File: config.mk
export PLATFORM = sky130hd
export DESIGN_NAME = servo_ramp_controller_3ch_core
export DESIGN_NICKNAME = d
export VERILOG_FILES = /design/src/rtl/srvramp_pkg.sv /design/src/rtl/servo_ramp_controller_3ch_core.sv
export SDC_FILE = /design/constraint.sdc
export NUM_CORES = 1
export LEC_CHECK = 0
export BUFFER_PORTS_ARGS = -buffer_cell sky130_fd_sc_hd__buf_2
export CAP_MARGIN = 20
export CORE_MARGIN = 2
export CORE_UTILIZATION = 40
export CTS_CLUSTER_DIAMETER = 200
export CTS_CLUSTER_SIZE = 24
export DETAILED_ROUTE_END_ITERATION = 8
export SLEW_MARGIN = 25
export SYNTH_ARGS = -nofsm -noshare
export SYNTH_HDL_FRONTEND = slang
export SYNTH_SLANG_ARGS = --single-unit
File: constraint.sdc
create_clock -name clk -period 17.1 [get_ports clk]
set_input_delay 1.71 -clock clk [delete_from_list [all_inputs] [get_ports clk]]
set_output_delay 1.71 -clock clk [all_outputs]
set_load 0.02 [all_outputs]
File: src/rtl/srvramp_pkg.sv
// ----------------------------------------------------------------------------
// srvramp_pkg
// Shared types, constants and the angle conversion for the servo ramp core.
// ----------------------------------------------------------------------------
package srvramp_pkg;

  // Default width of a compare value.
  localparam int CMP_WIDTH_DEF = 16;

  // Field widths of the streams.
  localparam int FIELD_W    = 16;
  localparam int NUM_CH     = 3;
  localparam int IN_DATA_W  = 112;
  localparam int IN_USER_W  = 4;
  localparam int OUT_DATA_W = 56;

  // Compare value after reset and the limits of the angle mapping.
  localparam int RESET_CMP     = 1875;
  localparam int ANGLE_MIN_CMP = 1250;
  localparam int ANGLE_MAX_CMP = 2500;
  localparam int ANGLE_LIMIT   = 90;
  localparam int ANGLE_SPAN    = 180;

  // floor(v * 1250 / 180) is formed as (v * ANGLE_RECIP) >> ANGLE_SHIFT.
  // The rounding error stays below one for every v in 0..180.
  localparam int ANGLE_SHIFT = 16;
  localparam int ANGLE_RECIP =
      ((1 << ANGLE_SHIFT) * ANGLE_MIN_CMP + ANGLE_SPAN - 1) / ANGLE_SPAN;
  localparam int ANGLE_CMP_W = 12;

  typedef enum logic [1:0] {
    ACT_TICK  = 2'd0,
    ACT_START = 2'd1,
    ACT_ANGLE = 2'd2
  } action_t;

  typedef enum logic [1:0] {
    JSEL_NONE  = 2'd0,
    JSEL_BASE  = 2'd1,
    JSEL_LOWER = 2'd2,
    JSEL_UPPER = 2'd3
  } joint_sel_t;

  // Maps an angle in degrees to a compare value, clamped to the servo range.
  function automatic logic [ANGLE_CMP_W-1:0] angle_to_cmp(input logic signed [15:0] angle);
    logic signed [15:0] shifted;
    logic [7:0]         v;
    logic [26:0]        prod;
    logic [ANGLE_CMP_W-1:0] res;
    shifted = angle + 16'(ANGLE_LIMIT);
    v       = shifted[7:0];
    prod    = 27'(v) * 27'(ANGLE_RECIP);
    res     = ANGLE_CMP_W'(prod[26:ANGLE_SHIFT]) + ANGLE_CMP_W'(ANGLE_MIN_CMP);
    if (angle > 16'sd90) begin
      res = ANGLE_CMP_W'(ANGLE_MAX_CMP);
    end else if (angle < -16'sd90) begin
      res = ANGLE_CMP_W'(ANGLE_MIN_CMP);
    end
    return res;
  endfunction

endpackage

File: src/rtl/servo_ramp_controller_3ch_core.sv
// ----------------------------------------------------------------------------
// servo_ramp_controller_3ch_core
// Slew-rate limiter for the compare values of three servo PWM channels.
// ----------------------------------------------------------------------------
// The core keeps the compare values of three servo channels (base, lower
// joint, upper joint) and ramps them toward destinations at a fixed step per
// tick. Every item produces exactly one result that reports the three compare
// values and a moving flag after the item has taken effect. A tick item moves
// each channel that is not done by its step; a step that would pass the
// destination lands on it and marks the channel done, and a channel found at
// its destination is marked done. A start item loads destinations and steps
// without moving anything. A set-angle item writes a compare value derived
// from the clamped angle to the selected channel. Items pass through an input
// register and a result register. An item enters the input register at the
// edge that accepts it; its result enters the result register, which raises
// out_tvalid, once that register is free or drains. The core takes one item
// per clock while out_tready stays high. The only limit on throughput is the
// downstream tready: while a finished result waits, the input register takes
// at most one more item and then holds in_tready low until the result drains.
module servo_ramp_controller_3ch_core
  import srvramp_pkg::*;
#(
  parameter int COMPARE_WIDTH = CMP_WIDTH_DEF
) (
  input  logic                  clk,
  input  logic                  rst_n,
  input  logic                  in_tvalid,
  output logic                  in_tready,
  // Fields from bit 0: angle_deg, dest_base, dest_lower, dest_upper,
  // step_base, step_lower, step_upper (16 bits each).
  input  logic [IN_DATA_W-1:0]  in_tdata,
  // Fields from bit 0: action (2 bits), joint_select (2 bits).
  input  logic [IN_USER_W-1:0]  in_tuser,
  output logic                  out_tvalid,
  input  logic                  out_tready,
  // Fields from bit 0: base_compare, lower_compare, upper_compare (16 bits
  // each), moving (1 bit), zero fill to 56 bits.
  output logic [OUT_DATA_W-1:0] out_tdata
);

  localparam int CW = COMPARE_WIDTH;
  // Working width wide enough for a compare value plus a 16-bit step.
  localparam int SW = ((CW > FIELD_W) ? CW : FIELD_W) + 1;
  localparam logic [CW-1:0] RESET_VAL = CW'(RESET_CMP);

  // Input register.
  logic                    stg_vld_r;
  action_t                 stg_act_r;
  joint_sel_t              stg_sel_r;
  logic signed [15:0]      stg_angle_r;
  logic [FIELD_W-1:0]      stg_dest_r [NUM_CH];
  logic [FIELD_W-1:0]      stg_step_r [NUM_CH];

  // Channel state.
  logic [CW-1:0]           cmp_r  [NUM_CH];
  logic [CW-1:0]           cmp_nxt[NUM_CH];
  logic [CW-1:0]           tgt_r  [NUM_CH];
  logic [CW-1:0]           tgt_nxt[NUM_CH];
  logic [FIELD_W-1:0]      step_r  [NUM_CH];
  logic [FIELD_W-1:0]      step_nxt[NUM_CH];
  logic [NUM_CH-1:0]       done_r;
  logic [NUM_CH-1:0]       done_nxt;

  // Result register.
  logic                    out_vld_r;
  logic [OUT_DATA_W-1:0]   out_data_r;
  logic [OUT_DATA_W-1:0]   out_data_nxt;

  logic                    adv;
  logic [CW-1:0]           tick_cmp [NUM_CH];
  logic [NUM_CH-1:0]       tick_done;
  logic [CW-1:0]           angle_val;

  // The staged item moves on whenever the result register is free or drains.
  assign adv       = stg_vld_r && (!out_vld_r || out_tready);
  assign in_tready = !stg_vld_r || adv;
  assign out_tvalid = out_vld_r;
  assign out_tdata  = out_data_r;

  assign angle_val = CW'(angle_to_cmp(stg_angle_r));

  // One tick of the ramp for each channel, in parallel.
  always_comb begin
    logic [SW-1:0] cur_x;
    logic [SW-1:0] dst_x;
    logic [SW-1:0] stp_x;
    logic [SW-1:0] sum_x;
    logic [SW-1:0] diff_x;
    logic [SW-1:0] sub_x;
    for (int i = 0; i < NUM_CH; i++) begin
      cur_x  = SW'(cmp_r[i]);
      dst_x  = SW'(tgt_r[i]);
      stp_x  = SW'(step_r[i]);
      sum_x  = cur_x + stp_x;
      diff_x = cur_x - dst_x;
      sub_x  = cur_x - stp_x;
      tick_cmp[i]  = cmp_r[i];
      tick_done[i] = done_r[i];
      if (!done_r[i]) begin
        if (cur_x < dst_x) begin
          if (sum_x > dst_x) begin
            tick_cmp[i]  = tgt_r[i];
            tick_done[i] = 1'b1;
          end else begin
            tick_cmp[i] = sum_x[CW-1:0];
          end
        end else if (cur_x > dst_x) begin
          if (stp_x > diff_x) begin
            tick_cmp[i]  = tgt_r[i];
            tick_done[i] = 1'b1;
          end else begin
            tick_cmp[i] = sub_x[CW-1:0];
          end
        end else begin
          tick_done[i] = 1'b1;
        end
      end
    end
  end

  // Next channel state for the staged item.
  always_comb begin
    logic [SW-1:0] dest_x;
    cmp_nxt  = cmp_r;
    tgt_nxt  = tgt_r;
    step_nxt = step_r;
    done_nxt = done_r;
    dest_x   = '0;
    case (stg_act_r)
      ACT_TICK: begin
        cmp_nxt  = tick_cmp;
        done_nxt = tick_done;
      end
      ACT_START: begin
        for (int i = 0; i < NUM_CH; i++) begin
          dest_x      = SW'(stg_dest_r[i]);
          tgt_nxt[i]  = dest_x[CW-1:0];
          step_nxt[i] = stg_step_r[i];
          done_nxt[i] = (stg_step_r[i] == '0);
        end
      end
      ACT_ANGLE: begin
        case (stg_sel_r)
          JSEL_BASE:  cmp_nxt[0] = angle_val;
          JSEL_LOWER: cmp_nxt[1] = angle_val;
          JSEL_UPPER: cmp_nxt[2] = angle_val;
          default:    ;
        endcase
      end
      default: ;
    endcase
  end

  // Result word built from the updated state.
  always_comb begin
    logic [SW-1:0] val_x;
    out_data_nxt = '0;
    for (int i = 0; i < NUM_CH; i++) begin
      val_x = SW'(cmp_nxt[i]);
      out_data_nxt[i*FIELD_W +: FIELD_W] = val_x[FIELD_W-1:0];
    end
    out_data_nxt[NUM_CH*FIELD_W] = !(&done_nxt);
  end

  always_ff @(posedge clk) begin
    if (!rst_n) begin
      stg_vld_r <= 1'b0;
      out_vld_r <= 1'b0;
      done_r    <= '1;
      for (int i = 0; i < NUM_CH; i++) begin
        cmp_r[i]  <= RESET_VAL;
        tgt_r[i]  <= '0;
        step_r[i] <= '0;
      end
    end else begin
      if (in_tready) begin
        stg_vld_r <= in_tvalid;
      end
      if (adv) begin
        out_vld_r <= 1'b1;
      end else if (out_tready) begin
        out_vld_r <= 1'b0;
      end
      if (adv) begin
        cmp_r  <= cmp_nxt;
        tgt_r  <= tgt_nxt;
        step_r <= step_nxt;
        done_r <= done_nxt;
      end
    end
  end

  // Payload registers.
  always_ff @(posedge clk) begin
    if (in_tready && in_tvalid) begin
      stg_act_r   <= action_t'(in_tuser[1:0]);
      stg_sel_r   <= joint_sel_t'(in_tuser[3:2]);
      stg_angle_r <= in_tdata[15:0];
      for (int i = 0; i < NUM_CH; i++) begin
        stg_dest_r[i] <= in_tdata[(i+1)*FIELD_W +: FIELD_W];
        stg_step_r[i] <= in_tdata[(i+4)*FIELD_W +: FIELD_W];
      end
    end
    if (adv) begin
      out_data_r <= out_data_nxt;
    end
  end

`ifndef ASSERT_OFF
  // While a result is stalled nothing is processed, so the state holds.
  assert property (@(posedge clk) disable iff (!rst_n)
    (out_vld_r && !out_tready) |=> ($stable(done_r) && $stable(cmp_r[0])))
    else $error("channel state changed while the result was stalled");

  // Only a start item can clear a done flag.
  assert property (@(posedge clk) disable iff (!rst_n)
    (adv && (stg_act_r != ACT_START)) |=> ((done_r & $past(done_r)) == $past(done_r)))
    else $error("done flag cleared by an item other than start");

  // An empty input register always takes an item.
  assert property (@(posedge clk) disable iff (!rst_n)
    !stg_vld_r |-> in_tready)
    else $error("input stalled with an empty input register");

  // A published result reports moving exactly when some done flag is clear.
  assert property (@(posedge clk) disable iff (!rst_n)
    adv |=> (out_data_r[NUM_CH*FIELD_W] == !(&done_r)))
    else $error("moving flag disagrees with the done flags");
`endif

endmodule

Word level (Yosys, flattened, before mapping) --
Memory sizes are Yosys's and may differ from the RTL's. A register that Yosys moved wholly into a read port is not among the register bits. Index checks and enable logic that the tools add are counted.
Word-level totals: memories kept 2, memory bits (writable) 96, register bits after elaboration 170
Operators by class: add/sub/neg operators 11, reduce and logical (&&, ||, !) cells 17, equal/unequal tests 5, mux-type cells 41, $lt $le $gt $ge 14, multipliers 1
Memories:
- stg_dest_r | depth 3, bits a word 16, rd ports 3, clocked after memory_dff 3, wr ports 3, RTL line servo_ramp_controller_3ch_core.sv:51 | logic [FIELD_W-1:0] stg_dest_r [NUM_CH];
- stg_step_r | depth 3, bits a word 16, rd ports 3, clocked after memory_dff 0, wr ports 3, RTL line servo_ramp_controller_3ch_core.sv:52 | logic [FIELD_W-1:0] stg_step_r [NUM_CH];
Operator list (number):
- $mux W16 | 18
- $pmux W48 S2 | 1
- $add A16 B16 Y17 | 3
- $gt A16 B17 Y1 | 3
- $gt A17 B16 Y1 | 3
- $sub A16 B16 Y17 | 3
- $gt A16 B16 Y1 | 3
- $logic_not A16 Y1 | 3
- $lt A16 B16 Y1 | 3
- $sub A16 B16 Y16 | 3
- $mul A8 B16 Y24 const B | 1
- $mux W12 | 2
- $mux W1 | 19
- $gt A16 B8 Y1 const B | 1
- $lt A16 B8 Y1 const B | 1
- $add A11 B11 Y12 const B | 1
- $add A8 B8 Y8 const B | 1
- $eq A2 B2 Y1 const B | 3
- $logic_not A1 Y1 | 6
- $pmux W3 S2 | 1
- $eq A2 B1 Y1 const B | 2
- $reduce_and A3 Y1 | 1
- $logic_and A1 B1 Y1 | 2
- $logic_not A2 Y1 | 1
- 3 further kinds | 4

Logic depth before layout (Yosys ltp) --
depth after elaboration 9, gate-level depth with buffers 25, depth with buffers taken out 24

Least setup slack after synthesis --
Ideal clock, no wire load.
path type register -> register, start point register stg_angle_r[1], end point register out_data_r[42], in the netlist out_tdata[42], data pin, slack 10.626 ns, period minus slack after synthesis 6.474 ns, data arrival time 6.211 ns, stages on the path, launching flop included 23, path through edfxtp_1 -> ha_1 -> or3_1 -> a21oi_1 -> xnor2_1 -> fa_1 -> inv_1 -> fa_1 -> fa_1 -> fa_1 -> inv_1 -> ha_1 -> clkbuf_1 -> and4_1 -> nand2_1 -> nor4bb_1 -> nor3_1 -> o21ai_0 -> xor2_1 -> o311ai_4 -> mux2i_1 -> a311oi_1 -> nand2_1
RTL lines:
- from (decl) | RTL line servo_ramp_controller_3ch_core.sv:50 | logic signed [15:0] stg_angle_r;
- from (signal assigned) | RTL line servo_ramp_controller_3ch_core.sv:198 | stg_angle_r <= in_tdata[15:0];
- to (signal assigned) | RTL line servo_ramp_controller_3ch_core.sv:205 | out_data_r <= out_data_nxt;
- to (decl) | RTL line servo_ramp_controller_3ch_core.sv:66 | logic [OUT_DATA_W-1:0] out_data_r;

==> results.py <==
metrics = {
    "critical_path": {
        "rr_startpoint": "stg_angle_r[1]",
        "critical_path_class": "reg -> reg",
        "worstPathCellList": "ha_1 -> or3_1 -> xor2_1 -> fa_1 -> inv_1 -> fa_1 -> fa_1 -> fa_1 -> inv_1 -> ha_1 -> and4_1 -> nand2_1 -> nor4bb_1 -> nor3_1 -> o21ai_0 -> xor2_1 -> o311ai_4 -> mux2i_1 -> a311oi_1 -> nand2_1",
        "worst_setup_path_start_kind": "flop",
        "slowest_delay_ps": 590,
        "endpoint_kind": "flop",
        "required_ps": 17410,
        "cp-startpoint": "stg_angle_r[1]",
        "slowest_stage": "fa_1",
        "critPathMaxFanout": 8,
        "crit_arrival_ps": 7540,
        "crit_path_frequent_cell": "fa_1",
    },
    "flow_run": {
        "max-cap-violations": 0,
    },
    "routing": {
        "wl_met2_mm": 35.70,
        "routed-wl-met3_mm": 5.244,
        "wirelength_mm": 79.78,
        "topRoutingLayerUsed": "met4",
        "drt_pass1_iterations": 5,
        "via_per_inst": 5.822,
        "wl_per_cell_um": 21.12,
        "drc": 0,
        "drtIter0Drc": 2191,
        "vias": 21994,
        "m1WireLength_mm": 36.63,
        "ant_nets": 0,
    },
    "synthesis": {
        "postSynthCellCount": 2880,
        "synth_edf_count": 165,
        "yosysWarnings": 0,
        "synthesis.area_um2": 24780,
        "ys.flop_type": "edfxtp_1",
        "synth_seq_cells": 314,
        "synthArstFlopShare": 0,
        "avgSynthCellArea_um2": 8.605,
        "synth_cell_types": 96,
        "ys_seq_area_frac": 0.3203,
    },
    "placed_design": {
        "place_congestion": 0.9438,
        "dp_hpwl_mm": 62.72,
        "port_buffers": 170,
        "post-place-cells": 3748,
    },
    "global_route": {
        "grt_pass1_wl_mm": 122.2,
        "grt_usage": 0.2441,
        "grt_pass1_vias": 20832,
        "grt.overflow.total": 0,
        "antenna_found_initial": 1,
        "grt_max_degree": 97,
    },
    "die": {
        "io_pins": 178,
        "fp.coreArea_um2": 61480,
        "die_x_um": 252.9,
        "start_util": 0.4031,
        "die_area_um2": 63960,
        "rows": 91,
        "die_y_um": 252.9,
    },
    "clock_tree": {
        "cts.sinks": 314,
        "cts-root-buf": "clkbuf_16",
        "cts_max_path_buffers": 3,
        "cts_setup_buffers": 0,
        "cts-htree-levels": 1,
        "clk_pin_slew_ps": 100,
        "cts_made_buffers": 17,
        "clk_latency_ps": 560,
        "cts_tree": "done",
        "ctsResizeCount": 0,
        "postCtsHoldBufs": 0,
    },
    "sta": {
        "min_period_over_period": 0.4224,
        "finClkSkew_ps": 37.84,
        "maxSlewHeadroom": 0.3588,
        "worstMarginPinSlew_ps": 961.8,
        "rsz0062_at_grt": "false",
        "fin_setup_tns_ps": 0,
        "timing.final.crit_period_ps": 7224,
        "timing.final.hold_violations": 0,
        "slew_violations": 0,
        "setup_viol": 0,
        "fmax_ghz": 0.1384,
    },
    "layout": {
        "finalNetCount": 3430,
        "area_delta_synth_final_pct": 8.532,
        "layout.cells.non_filler": 3778,
        "num_antenna_cells": 0,
        "drive_gt1_frac": 0.08835,
    },
    "pwr": {
        "p_leak_uw": 0.01069,
        "powerDensity_nw_per_um2": 109.0,
        "ir_worst_vdd_mv": 0.1729,
        "power_uw": 2931,
    },
    "hold_path": {
        "holdCritStartpoint": "tgt_r[14]",
        "hp-class": "reg -> reg",
    },
    "outcome": {
        "outcome": "finished clean",
    },
}
==> synthesized netlist by cell type, drive strengths merged, types with 9 or more instances <==
library cell  instances  share of area
a2111oi               9         0.0032
a211o                 9         0.0032
a211oi               32         0.0097
a21boi                9         0.0029
a21o                 59          0.018
a21oi               286          0.058
a221o                10         0.0040
a221oi               15         0.0053
a22oi                14         0.0042
a311oi                9         0.0034
a31oi                30         0.0076
a41oi                10         0.0035
and2                 16         0.0040
and3                 10         0.0026
buf                  27         0.0060
clkbuf               94          0.014
dfxtp               149           0.12
edfxtp              165           0.20
fa                   40          0.032
ha                  292           0.15
inv                 232          0.035
mux2i                37          0.015
nand2               357          0.054
nand2b               40          0.010
nand3                69          0.014
nand4                27         0.0068
nor2                179          0.027
nor2b                24         0.0061
nor3                 59          0.012
nor4                 22         0.0056
o211ai               30         0.0091
o21a                 25         0.0076
o21ai               167          0.034
o21bai               27         0.0086
o22ai                 9         0.0025
o31ai                10         0.0030
or2                  13         0.0033
or3                  18         0.0045
xnor2                83          0.029
xor2                 45          0.016
==> registers in the layout, summed over array words and instances (netlist names) <==
name         count
out_tdata       49
cmp_r           48
step_r          48
stg_dest_r      48
stg_step_r      48
tgt_r           48
stg_angle_r     16
done_r           3
stg_act_r        2
stg_sel_r        2
out_tvalid       1
stg_vld_r        1
==> path summary, 6_finish.rpt <==
| kind | endpoint | slack (ps) | cells past startpoint |
|---|---|---|---|
| worst min register to register | tgt_r[14] | 460 | 2 |
| worst max-delay path | out_tdata[42] | 9880 | 20 |
| worst max register to register | out_tdata[42] | 9880 | 20 |
| worst min-delay path | tgt_r[14] | 460 | 2 |
==> metrics by stage <==
| step | instance area (um^2) | setup WS [ps] | util | hold WS [ps] |
|---|---|---|---|---|
| 3_3_place_gp | 26370 | 10130 | 0.4289 | 445.9 |
| 4_1_cts | 26870 | 9939 | 0.4370 | 462.8 |
| 5_1_grt | 26900 | 9438 | 0.4375 | 485.7 |
| 2_1_floorplan | 24810 | 10630 | - | 436.3 |
| 6_report | 26900 | 9876 | 0.4375 | 461.3 |
| 3_5_place_dp | 26370 | 9963 | 0.4289 | 449.4 |
==> final cells by class <==
type                    instances  area [um^2]
fillers                      6166        34590
multi-input cells            2219        15540
well taps                     790        988.4
clock inverters                 1        30.03
flip-flops and latches        314         7938
inverters                     232        874.6
repair buffers                194         1055
clock buffers                  28        466.7
==> critical path, delay by kind of cell (launching register included) <==
kind,cells,cell delay (ps)
adder cells (fa/ha/maj),6,2790
AO/OA/AOI/OAI,3,800
XOR/XNOR,2,1050
multiplexers,1,240
flip-flops,1,520
AND/OR/NAND/NOR,6,1440
buffers and inverters,2,150
==> per-layer routing <==
| layer | up-vias | track usage |
|---|---|---|
| met2 | 781 | 0.3918 |
| met3 | 113 | 0.02734 |
| li1 | 10564 | - |
| met5 | - | 0 |
| met4 | 0 | 0.06762 |
| met1 | 10536 | 0.3466 |
==> layout by cell type (no fill, tap or decap), drive strengths merged, types with 32 or more instances in the layout <==
cell,synthesis,final
a21o,59,59
mux2i,37,37
nand2b,40,40
o21ai,167,167
edfxtp,165,165
buf,27,194
a211oi,32,32
nand3,69,69
fa,40,40
nor3,59,59
xor2,45,45
inv,232,231
dfxtp,149,149
nand2,357,357
xnor2,83,83
nor2,179,179
ha,292,292
a21oi,286,286
==> kinds of logic after synthesis <==
| logic type | Yosys count | share of synthesized area |
|---|---|---|
| AND/OR/NAND/NOR | 867 | 0.1613 |
| adder cells (fa/ha/maj) | 332 | 0.1797 |
| buffers and inverters | 353 | 0.05538 |
| other | 1 | 0.0001513 |
| AO/OA/AOI/OAI | 842 | 0.2203 |
| XOR/XNOR | 128 | 0.04524 |
| multiplexers | 43 | 0.01767 |
| flip-flops | 314 | 0.3203 |
==> where the power goes <==
| part | internal [uW] | total, uW | switching, uW |
|---|---|---|---|
| clock network | 192 | 460 | 268 |
| logic | 603 | 1600 | 996 |
| registers | 833 | 872 | 38.6 |
| total | 1630 | 2930 | 1300 |
Power figures use the tool's default switching activity.
